[src/rtl/core/framed_wide_operand_stack_macros.svh]
// ---------------------------------------------------------------------------
// framed wide operand stack assertion macros
// concurrent checks that vanish when built for synthesis
// ---------------------------------------------------------------------------
`ifndef FRAMED_WIDE_OPERAND_STACK_MACROS_SVH
`define FRAMED_WIDE_OPERAND_STACK_MACROS_SVH

`ifndef SYNTHESIS

`define FWOS_ASSERT(name, clk, rst, expr) \
   name: assert property (@(posedge clk) disable iff (rst) (expr)) \
      else $error("fwos check failed");

`define FWOS_ASSERT_NEXT(name, clk, rst, ante, cons) \
   name: assert property (@(posedge clk) disable iff (rst) (ante) |=> (cons)) \
      else $error("fwos check failed");

`else

`define FWOS_ASSERT(name, clk, rst, expr)

`define FWOS_ASSERT_NEXT(name, clk, rst, ante, cons)

`endif

`endif

[src/rtl/core/fwos_ram.sv]
// ---------------------------------------------------------------------------
// fwos_ram
// generic simple dual-port ram, one write port and one registered read port
// ---------------------------------------------------------------------------
`default_nettype none

module fwos_ram #(
   parameter  int WIDTH  = 8,
   parameter  int DEPTH  = 16,
   localparam int ADDR_W = (DEPTH > 1) ? $clog2(DEPTH) : 1
) (
   input  wire logic              clock,
   input  wire logic              wr_en,
   input  wire logic [ADDR_W-1:0] wr_addr,
   input  wire logic [WIDTH-1:0]  wr_data,
   input  wire logic [ADDR_W-1:0] rd_addr,
   output logic      [WIDTH-1:0]  rd_data
);

   logic [WIDTH-1:0] mem [DEPTH];

   always_ff @(posedge clock) begin
      if (wr_en) begin
         mem[wr_addr] <= wr_data;
      end
      rd_data <= mem[rd_addr];
   end

endmodule

`default_nettype wire

[config.mk]
export PLATFORM = sky130hd
export DESIGN_NAME = fwos_ram
export DESIGN_NICKNAME = d
export VERILOG_FILES = /design/src/rtl/core/framed_wide_operand_stack_macros.svh /design/src/rtl/core/fwos_ram.sv
export SDC_FILE = /design/constraint.sdc
export NUM_CORES = 1
export LEC_CHECK = 0
export ABC_AREA = 1
export BUFFER_PORTS_ARGS = -buffer_cell sky130_fd_sc_hd__buf_2
export CAP_MARGIN = 20
export CORE_MARGIN = 2
export CORE_UTILIZATION = 40
export DETAILED_ROUTE_END_ITERATION = 8
export PLACE_DENSITY = 0.56
export SLEW_MARGIN = 20
export SYNTH_ARGS = -nofsm -noshare
export SYNTH_HDL_FRONTEND = slang
export SYNTH_SLANG_ARGS = --single-unit
[constraint.sdc]
create_clock -name clock -period 1.3 [get_ports clock]
set_clock_uncertainty 0.05 [all_clocks]
set_input_delay 0.065 -clock clock [delete_from_list [all_inputs] [get_ports clock]]
set_output_delay 0.065 -clock clock [all_outputs]
set_load 0.01 [all_outputs]
==> out/results.ini <==
[floorplan]
initial_core_util=0.412
die_h_um=124
dieArea_mm2=0.0154
ios=26
core-area_mm2=0.0140
rows=43
die_w_um=124

[global_route]
grt_max_degree=65
antenna_found_initial=0
grt_pass1_vias=3644
grt_pass1_wl_um=20700
grt_overflow_total=0
grtUsageTotal=0.190

[run]
drv_cap=0

[routing]
first_pass_iters=5
drt_wl_total_um=13100
vias=3799
drtIter0Drc=281
viasPerCell=4.81
drc=0
wire_per_inst_um=16.6
antenna_left=0

[timing]
layout_min_cycle_time_ps=1090
report.final.slew_viol_count=0
tightestPinTransition_ps=366
hold_ws_ps=9.94
finalSetupViolCount=0
period_share=0.837
fmax_ghz=0.919
hold_violations=0
tns_ps=0
slew_headroom=0.756
rsz0062_at_grt=no

[yosys]
ys_seq_elements=136
synthAdderAreaFrac=0
synth-compound-area-share=0
synth_area_leaders=edfxtp_1, nand2_1, nand3_1
synth_nets=569
synth_warnings=0
synth_area_per_cell_um2=10.5
syn_inst=551
synthSimpleGateAreaFrac=0.210
synth_top_family_by_area=simple AND/OR/NAND/NOR gates
yosys-mux-area-fraction=0
synth_area_mm2=0.00577
synth_seq_area_share=0.694
synth_xor_area_frac=0
synth_area_leader_cell=edfxtp_1
synth_cell_types=12
synth_top_area_share=0.667

[power]
leakage_nw=2.95
ir_worst_vdd_uv=750
power_w=0.0103
p_per_area_mw_per_mm2=1510

[clock_network]
postCtsHoldBufs=0
root_buffer=clkbuf_16
cts.clk_slew.worst_paths_ps=60
cts_max_path_buffers=2
post-cts-setup-buffers=0
numCtsBuffers=17
post_cts_resized=0
clock_latency_ps=410
cts_max_level=4
tritoncts=built
clock-sinks=136

[final_layout]
diodes=0
area_growth_pct=17.8
drive_above_1_share=0.136
nNetsFinal=615

[critical_path]
arrival_ps=1340
setup.worst_path.start_class=flop
path_class=reg2reg
crit_required_ps=1550
crit_path_max_fanout=1
cp-end-kind=flop
regToRegSetupSlack_ps=210

[place]
place_congestion=0.789
port_buffers=25
dp_hpwl_um=8140

[hold_path]
hp-class=in2reg

[outcome]
outcome=finished clean

## layout by cell type (no fill, tap or decap)
master	instances
buf_12	5
buf_2	25
buf_4	21
bufinv_16	3
clkbuf_16	17
clkinv_1	2
clkinv_2	5
clkinvlp_4	5
dfxtp_1	8
edfxtp_1	128
inv_1	100
inv_2	2
nand2_1	173
nand3_1	97
nand3b_1	2
nor2_1	17
## cell families (layout without fill, tap and decap cells)
family / Yosys count / count (layout)
simple gates: 289 / 289
buf+inv: 126 / 185
flops: 136 / 136
## power breakdown
group / internal [W] / switching (W) / leakage, nW
Clock: 0.00297 / 0.00175 / 0.275
Combinational: 0.000202 / 0.000437 / 1.45
Sequential: 0.00490 / 0.0000294 / 1.22
Total: 0.00808 / 0.00221 / 2.95
## worst paths after layout
kind                            depth (start not counted)        from         end
worst min register to register                          6  mem[12][2]  rd_data[2]
worst max register to register                          6   mem[6][1]  rd_data[1]
worst max-delay path                                    6   mem[6][1]  rd_data[1]
worst min-delay path                                    1  wr_data[1]   mem[0][1]
## stage by stage
stage	area [um^2]	util	std cells	setup slack, ps
6_report	6790	0.486	790	212
5_1_grt	6790	0.486	790	133
4_1_cts	6790	0.486	790	227
3_5_place_dp	6210	0.444	758	102
3_3_place_gp	6210	0.444	758	124
2_1_floorplan	5770	-	551	234
## routing by layer
| metal | vias to the layer above | share of wire | GRT usage |
|---|---|---|---|
| met2 | 105 | 0.49 | 0.301 |
| li1 | 1865 | - | - |
| met4 | 0 | 0.016 | 0.0702 |
| met3 | 14 | 0.051 | 0.0408 |
| met5 | - | 0 | 0 |
| met1 | 1815 | 0.44 | 0.258 |
## registers in the layout, indices dropped and copies added, names as in the netlist
name,flops
rd_data,8
mem,128
## synth_stat cells
library cell,instances
nand3b_1,2
nor2_1,17
inv_1,100
nand2_1,173
edfxtp_1,128
buf_1,1
buf_4,4
inv_2,2
buf_6,6
nand3_1,97
dfxtp_1,8
buf_2,13
## critical path: stages (launching register included)
cell      delay [ps]
edfxtp_1         380
inv_1             60
nand2_1           40
nand3_1           70
nand3_1           80
nand3_1          200
nand2_1           80
## layout make-up
type / count / area, um^2
Inverter: 102 / 383
Clock buffer: 17 / 425
Tap cell: 180 / 225
Multi-Input combinational cell: 289 / 1210
Clock inverter: 15 / 160
Fill cell: 1273 / 7190
Sequential cell: 136 / 4000
Timing Repair Buffer: 51 / 383
No activity file was read; power rests on OpenSTA's default activity.
