### config.mk
export PLATFORM = sky130hd
export DESIGN_NAME = fwos_eval
export DESIGN_NICKNAME = d
export VERILOG_FILES = /design/src/rtl/core/framed_wide_operand_stack_macros.svh /design/src/rtl/core/fwos_pkg.sv /design/src/rtl/core/fwos_eval.sv
export SDC_FILE = /design/constraint.sdc
export NUM_CORES = 1
export LEC_CHECK = 0
export BUFFER_PORTS_ARGS = -buffer_cell sky130_fd_sc_hd__clkbuf_2
export CORE_MARGIN = 1.5
export CORE_UTILIZATION = 59
export DETAILED_ROUTE_END_ITERATION = 10
export PLACE_DENSITY = 0.83
export SYNTH_ARGS = -nofsm -noshare
export SYNTH_HDL_FRONTEND = slang
export SYNTH_SLANG_ARGS = --single-unit
### constraint.sdc
create_clock -name vclk -period 8.2
set_clock_uncertainty 0.1 [all_clocks]
set_input_delay 1.23 -clock vclk [all_inputs]
set_output_delay 1.23 -clock vclk [all_outputs]
set_load 0.02 [all_outputs]
### src/rtl/core/framed_wide_operand_stack_macros.svh
// ---------------------------------------------------------------------------
// framed wide operand stack assertion macros
// concurrent checks that vanish when built for synthesis
// ---------------------------------------------------------------------------
`ifndef FRAMED_WIDE_OPERAND_STACK_MACROS_SVH
`define FRAMED_WIDE_OPERAND_STACK_MACROS_SVH

`ifndef SYNTHESIS

`define FWOS_ASSERT(name, clk, rst, expr) \
   name: assert property (@(posedge clk) disable iff (rst) (expr)) \
      else $error("fwos check failed");

`define FWOS_ASSERT_NEXT(name, clk, rst, ante, cons) \
   name: assert property (@(posedge clk) disable iff (rst) (ante) |=> (cons)) \
      else $error("fwos check failed");

`else

`define FWOS_ASSERT(name, clk, rst, expr)

`define FWOS_ASSERT_NEXT(name, clk, rst, ante, cons)

`endif

`endif

### src/rtl/core/fwos_pkg.sv
// ---------------------------------------------------------------------------
// fwos_pkg
// types and codes shared by the framed wide operand stack
// ---------------------------------------------------------------------------
`default_nettype none

package fwos_pkg;

   localparam int LIMB_W         = 64;
   localparam int LIMBS          = 4;
   localparam int WORD_W         = LIMB_W * LIMBS;
   localparam int HEIGHT_W       = 11;
   localparam int OP_W           = 4;
   localparam int PROTOCOL_LIMIT = 1024;

   typedef enum logic [OP_W-1:0] {
      OP_RESET      = 4'd0,
      OP_FRAME_PUSH = 4'd1,
      OP_FRAME_POP  = 4'd2,
      OP_PUSH       = 4'd3,
      OP_POP        = 4'd4,
      OP_PEEK       = 4'd5,
      OP_SET        = 4'd6,
      OP_VALIDATE   = 4'd7,
      OP_REWRITE    = 4'd8,
      OP_DUP        = 4'd9,
      OP_SWAP       = 4'd10,
      OP_EXCHANGE   = 4'd11
   } op_type;

   typedef enum logic [1:0] {
      ST_OK    = 2'd0,
      ST_UNDER = 2'd1,
      ST_OVER  = 2'd2,
      ST_FRAME = 2'd3
   } status_type;

   typedef enum logic [2:0] {
      S_IDLE,
      S_EXEC,
      S_READ,
      S_DUP,
      S_SWAP_A,
      S_SWAP_B,
      S_SWAP_C,
      S_HLOAD
   } state_type;

   typedef struct packed {
      op_type              op;
      logic [LIMB_W-1:0]   word_limb0;
      logic [LIMB_W-1:0]   word_limb1;
      logic [LIMB_W-1:0]   word_limb2;
      logic [LIMB_W-1:0]   word_limb3;
      logic [HEIGHT_W-1:0] first_count;
      logic [HEIGHT_W-1:0] second_count;
   } req_type;

   typedef struct packed {
      status_type          status;
      logic [LIMB_W-1:0]   out_limb0;
      logic [LIMB_W-1:0]   out_limb1;
      logic [LIMB_W-1:0]   out_limb2;
      logic [LIMB_W-1:0]   out_limb3;
      logic [HEIGHT_W-1:0] height_now;
      logic [HEIGHT_W-1:0] base_row;
   } rsp_type;

   typedef struct packed {
      status_type          status;
      logic                hit;
      logic [HEIGHT_W-1:0] row_l;
      logic [HEIGHT_W-1:0] row_r;
      logic [HEIGHT_W-1:0] height_next;
      logic [HEIGHT_W-1:0] base;
   } eval_type;

endpackage

`default_nettype wire

### src/rtl/core/fwos_eval.sv
// ---------------------------------------------------------------------------
// fwos_eval
// bounds checks, row offsets and new height for one stack op
// ---------------------------------------------------------------------------
`default_nettype none

module fwos_eval import fwos_pkg::*; (
   input  wire op_type              op,
   input  wire logic [HEIGHT_W-1:0] height,
   input  wire logic [HEIGHT_W-1:0] first_count,
   input  wire logic [HEIGHT_W-1:0] second_count,
   input  wire logic [HEIGHT_W-1:0] limit,
   output eval_type                 ev
);

   logic [HEIGHT_W:0] h_x;
   logic [HEIGHT_W:0] a_x;
   logic [HEIGHT_W:0] b_x;
   logic [HEIGHT_W:0] lim_x;
   logic [HEIGHT_W:0] l_x;
   logic [HEIGHT_W:0] r_x;
   logic [HEIGHT_W:0] need_x;
   logic [HEIGHT_W:0] kept_x;
   status_type        effect;

   always_comb begin
      h_x    = {1'b0, height};
      a_x    = {1'b0, first_count};
      b_x    = {1'b0, second_count};
      lim_x  = {1'b0, limit};
      l_x    = (op == OP_SWAP) ? '0 : a_x;
      r_x    = (op == OP_SWAP) ? a_x : b_x;
      need_x = (l_x > r_x) ? l_x : r_x;
      kept_x = h_x - a_x;

      if (h_x < a_x) begin
         effect = ST_UNDER;
      end else if (b_x > lim_x - kept_x) begin
         effect = ST_OVER;
      end else begin
         effect = ST_OK;
      end

      ev.status      = ST_OK;
      ev.hit         = 1'b0;
      ev.row_l       = '0;
      ev.row_r       = '0;
      ev.height_next = height;
      ev.base        = '0;

      unique case (op)
         OP_PUSH: begin
            if (h_x >= lim_x) begin
               ev.status = ST_OVER;
            end else begin
               ev.hit         = 1'b1;
               ev.row_l       = height;
               ev.height_next = HEIGHT_W'(h_x + 1'b1);
            end
         end
         OP_POP: begin
            if (h_x == '0) begin
               ev.status = ST_UNDER;
            end else begin
               ev.hit         = 1'b1;
               ev.row_l       = HEIGHT_W'(h_x - 1'b1);
               ev.height_next = HEIGHT_W'(h_x - 1'b1);
            end
         end
         OP_PEEK: begin
            if (a_x < h_x) begin
               ev.hit   = 1'b1;
               ev.row_l = HEIGHT_W'(h_x - 1'b1 - a_x);
            end
         end
         OP_SET: begin
            if (a_x >= h_x) begin
               ev.status = ST_UNDER;
            end else begin
               ev.hit   = 1'b1;
               ev.row_l = HEIGHT_W'(h_x - 1'b1 - a_x);
            end
         end
         OP_VALIDATE: begin
            ev.status = effect;
         end
         OP_REWRITE: begin
            ev.status = effect;
            if (effect == ST_OK) begin
               ev.hit         = 1'b1;
               ev.base        = HEIGHT_W'(kept_x);
               ev.height_next = HEIGHT_W'(kept_x + b_x);
            end
         end
         OP_DUP: begin
            if (a_x == '0 || h_x < a_x) begin
               ev.status = ST_UNDER;
            end else if (h_x >= lim_x) begin
               ev.status = ST_OVER;
            end else begin
               ev.hit         = 1'b1;
               ev.row_l       = HEIGHT_W'(kept_x);
               ev.row_r       = height;
               ev.height_next = HEIGHT_W'(h_x + 1'b1);
            end
         end
         OP_SWAP, OP_EXCHANGE: begin
            if (need_x >= h_x) begin
               ev.status = ST_UNDER;
            end else begin
               ev.hit   = 1'b1;
               ev.row_l = HEIGHT_W'(h_x - 1'b1 - l_x);
               ev.row_r = HEIGHT_W'(h_x - 1'b1 - r_x);
            end
         end
         default: begin
         end
      endcase
   end

endmodule

`default_nettype wire

==> flow_summary.yaml, run 1 <==
grt:
  grt_overflow: 0
  antenna_found_initial: 0
  first_global_vias: 6097
  grt_pass1_wl_mm: 29.7
  grt_max_degree: 19
  grtUsageTotal_pct: 37.2
floorplanning:
  io-pin-count: 95
  num_rows: 35
  fp.dieH_um: 99.8
  design.core.area_um2: 9150
  die_x_um: 99.8
  initial_core_util_pct: 60.4
  fp.dieArea_um2: 9950
power:
  total_power_mw: 0.664
  p_leak_nw: 3.17
  vdd_ir_drop_max_mv: 0.0864
  power.density_nw_per_um2: 108
timing:
  period_share_pct: 96.4
  hold_violations: 0
  drv_slew: 0
  finalSetupTns_ns: 0
  fmax_ghz: 0.127
  worst_pin_slew_ns: 1.09
  slew_headroom_pct: 27.3
  setup_viol: 0
  rsz0062_at_grt: "false"
  min_period_ns: 7.90
  holdWs_ns: 2.91
finish:
  fill_cells: 860
  nClkBuffers: 0
  drive_gt1_share_pct: 15.9
  n_antenna_cell: 0
  finalCoreUtilization_pct: 67.1
  seq_area_um2: 0
  design.seq.count: 0
  nets: 1031
  synthToLayoutAreaGrowth_pct: 11.2
hold_path:
  hp-class: "input pin to output port"
drt:
  wl_per_cell_um: 19.6
  dr.first_iter.drc_count: 554
  drtPass1Iterations: 5
  drc_errors: 0
  routed_via_density: 6.59
  vias: 6427
  finalWirelength_mm: 19.1
  drtAntennaViolNets: 0
worst_setup_path:
  critPathTopFamily: "compound AO/OA/AOI/OAI gates"
  cp_max_fo: 18
  cp_num_buf_inv: 6
  path_cells: "clkbuf_2 -> inv_1 -> or3_1 -> buf_4 -> mux2i_1 -> ha_1 -> and3_1 -> a221o_1 -> o21ai_0 -> a21oi_1 -> buf_4 -> mux2i_1 -> ha_1 -> o21ai_0 -> a21oi_1 -> o311a_1 -> a21oi_1 -> o31ai_1 -> or3_1 -> buf_4 -> o32ai_1 -> clkbuf_2"
  slowest_delay_ns: 0.47
  required_ns: 6.87
  cp_slowest_cell: "or3_1"
  arrival_ns: 6.57
  crit_type: "input pin to output port"
  cp-start-kind: "input pin"
  end_kind: "output port"
synthesis:
  synth-seq-area-share_pct: 0
  yosysWarnings: 0
  synth_nets: 945
  synthDistinctLibCells: 76
  syn_area_per_cell_um2: 7.08
  synth_cells: 780
  synth_area_um2: 5520
cts:
  hold_buffers: 0
flow_run:
  cap_violations: 0
placement:
  place_congestion: 0.990
  place_hpwl_mm: 16.3
  port_buffers: 95
run_status:
  status: "finished clean"
area by class of cell:
| class | count | area (µm²) | share of cell area [%] |
|---|---|---|---|
| repair buffers | 109 | 581 | 9.45 |
| inverters | 82 | 308 | 5.01 |
| multi-input cells | 673 | 5110 | 83.3 |
| well taps | 111 | 139 | 2.26 |
through the flow:
stage | setup WS (ns) | area [µm²] | cells
2_1_floorplan | 0.276 | 5520 | 780
3_3_place_gp | 0.307 | 6120 | 975
3_5_place_dp | 0.227 | 6120 | 975
4_1_cts | 0.218 | 6120 | 975
5_1_grt | 0.0425 | 6140 | 975
6_report | 0.296 | 6140 | 975
kinds of logic after synthesis:
logic type               Yosys count  share of synthesized area (%)
multiplexers                      22                           3.99
adder cells (fa/ha/maj)          117                           27.3
AND/OR/NAND/NOR                  246                           22.3
XOR/XNOR                          61                           9.81
buffers and inverters            107                           7.72
AO/OA/AOI/OAI                    227                           28.9
path summary, 6_finish.rpt:
path / start / endpoint / slack (ns) / depth (start not counted)
min: height[1] / ev[12] / 2.91 / 3
max: op[1] / ev[25] / 0.30 / 22
timing repair:
item,4_1_cts,5_1_grt
buffers inserted,0,0
endpoints found under the setup margin,0,11
resized for setup,0,4
where the power goes:
group,internal (mW),total (mW),switching [mW]
Sequential,0,0,0
Combinational,0.269,0.664,0.395
Clock,0,0,0
synthesized netlist by cell type, types with 4 or more instances:
cell type,count,area share (%)
inv_1,82,5.6
ha_1,111,25
buf_2,4,0.36
a21o_1,18,2.4
nand2_1,61,4.1
a211o_1,5,0.79
o31ai_1,5,0.68
fa_1,6,2.2
o31ai_2,4,0.91
o211ai_1,7,0.95
nor2_1,63,4.3
o21a_1,8,1.1
a211oi_1,4,0.54
nand3_1,18,1.6
nor2b_1,16,1.8
nor4_1,7,0.79
a2111o_1,4,0.82
nand2b_1,12,1.4
a221o_1,4,0.72
xnor2_1,39,6.2
o21bai_1,8,1.1
nand4_1,8,0.91
a22oi_1,4,0.54
or3_1,9,1.0
xor2_1,21,3.3
nor3_1,20,1.8
and2_1,4,0.45
clkbuf_1,13,0.88
a21oi_1,53,4.8
a31oi_1,12,1.4
mux2i_1,22,4.0
o22ai_1,13,1.5
and3_1,8,0.91
o21ai_0,36,3.3
placed cells by master (no fill, tap or decap), types with 13 or more instances in the layout:
cell type and n:
ha_1 111, clkbuf_2 95, inv_1 82, nor2_1 63
nand2_1 61, a21oi_1 52, xnor2_1 38, o21ai_0 35
mux2i_1 22, xor2_1 21, nor3_1 20, a21o_1 18
nand3_1 18, nor2b_1 16, buf_4 14, o22ai_1 13
per-layer routing:
layer	share of wire, %	up-vias	global-route usage [%]
met1	40	2965	47.5
met3	10	60	4.15
met4	3.1	0	9.32
li1	-	3036	-
met2	47	366	66.2
met5	0	-	0
Power figures use the tool's default switching activity.
==> run 2, diff against run 1 <==
- CELL_PAD_IN_SITES_DETAIL_PLACEMENT: default -> 0
- CELL_PAD_IN_SITES_GLOBAL_PLACEMENT: default -> 1
- CORE_UTILIZATION: 59 -> 43
- PLACE_DENSITY: 0.83 -> default
- PLACE_DENSITY_LB_ADDON: default -> 0.1
==> flow_summary.yaml, run 2 (synthesized netlist as in run 1, its figures left out) <==
run_status:
  status: "finished clean"
finish:
  layoutNonFillerInstCount: 1048
  n_antenna_cell: 0
  drive_gt1_share_pct: 17.1
  nets: 1043
  nClkBuffers: 0
  synthToLayoutAreaGrowth_pct: 14.5
  final_cell_mix: "ha_1, clkbuf_2, inv_1"
  design.seq.count: 0
  layout_commonest_cell: "ha_1"
  seq_area_um2: 0
  fill_cells: 1309
  multi_input_area_um2: 5130
placement:
  place_congestion: 0.977
  port_buffers: 95
  place_hpwl_mm: 18.4
  place_inst: 1047
timing:
  drv_slew: 0
  period_share_pct: 97.2
  setup_viol: 0
  hold_violations: 0
  slew_headroom_pct: 29.9
  min_period_ns: 7.97
  finalSetupTns_ns: 0
  fmax_ghz: 0.125
  worst_pin_slew_ns: 1.04
grt:
  grt_pass1_wl_mm: 31.6
  grt_max_degree: 18
  antenna_found_initial: 0
  grt_overflow: 0
  grtUsageTotal_pct: 30.4
  first_global_vias: 5905
cts:
  hold_buffers: 0
worst_setup_path:
  required_ns: 6.87
  cp-start-kind: "input pin"
  cp_max_fo: 5
  end_kind: "output port"
  crit_type: "input pin to output port"
  arrival_ns: 6.64
floorplanning:
  fp.dieH_um: 116
  initial_core_util_pct: 44.0
  die_x_um: 116
  num_rows: 41
  design.core.area_um2: 12600
  fp.dieArea_um2: 13500
  io-pin-count: 95
drt:
  drtPass1Iterations: 6
  routed_via_density: 5.98
  vias: 6262
  drc_errors: 0
  drtAntennaViolNets: 0
  wl_per_cell_um: 20.1
  dr.first_iter.drc_count: 412
  finalWirelength_mm: 21.1
power:
  power.density_nw_per_um2: 107
  p_leak_nw: 3.23
  vdd_ir_drop_max_mv: 0.0663
flow_run:
  cap_violations: 0
hold_path:
  hp-class: "input pin to output port"
==> run 2: cell count changes in the layout (fill, tap and decap cells not counted), sizes merged <==
| cell | before | now |
|---|---|---|
| buf | 14 | 26 |
==> run 2: path summary, 6_finish.rpt <==
| kind | start | end | cells past startpoint |
|---|---|---|---|
| max | first_count[0] | ev[15] | 25 |
| min | op[1] | ev[45] | 4 |
==> run 2: where the power goes <==
part / switching, mW / total, mW / internal, mW
Sequential: 0 / 0 / 0
Clock: 0 / 0 / 0
Combinational: 0.402 / 0.674 / 0.273
==> run 2: layout make-up <==
cell class / instances / share of cell area (%)
Inverter: 82 / 4.87
Multi-Input combinational cell: 673 / 81.1
Tap cell: 172 / 3.40
Timing Repair Buffer: 121 / 10.6
==> run 2: metal layers <==
metal  GRT usage [%]  vias to the layer above  part of all wire (%)
li1                -                     3055                     -
met2            53.8                      212                    47
met1            40.6                     2968                    44
met4            5.77                        0                   2.1
met5               0                        -                     0
met3            2.54                       27                   6.0
==> run 2: timing repair <==
item | 4_1_cts | 5_1_grt
setup buffers | 0 | 1
setup endpoints to repair | 0 | 8
resized for setup | 0 | 5
==> run 2: per-stage QoR <==
step	setup slack, ns	utilization [%]	total power [mW]	cell area (µm²)	hold slack [ns]
floorplan	0.276	-	0.471	5520	2.57
global placement	0.193	50.0	0.648	6280	2.84
detailed placement	0.170	50.0	0.658	6280	2.83
CTS	0.157	50.0	0.662	6280	2.83
global route	-0.0269	50.3	0.742	6320	2.88
finish	0.228	50.3	0.674	6320	2.85
==> run 2: critical path, stage by stage <==
cell and delay (ns):
clkbuf_2 0.21, ha_1 0.23, inv_1 0.06, fa_1 0.40, a21oi_1 0.22, or2_2 0.17, nand2_1 0.17, a31oi_2 0.28
xnor2_2 0.18, inv_1 0.10, ha_1 0.35, or4_1 0.49, nand3_1 0.10, a211oi_1 0.06, ha_1 0.33, nand2_1 0.07
or3_1 0.36, a21oi_1 0.18, a2111oi_2 0.09, or3_1 0.40, o21ai_4 0.22, buf_4 0.16, nor4_1 0.05, o221ai_1 0.30
clkbuf_2 0.23
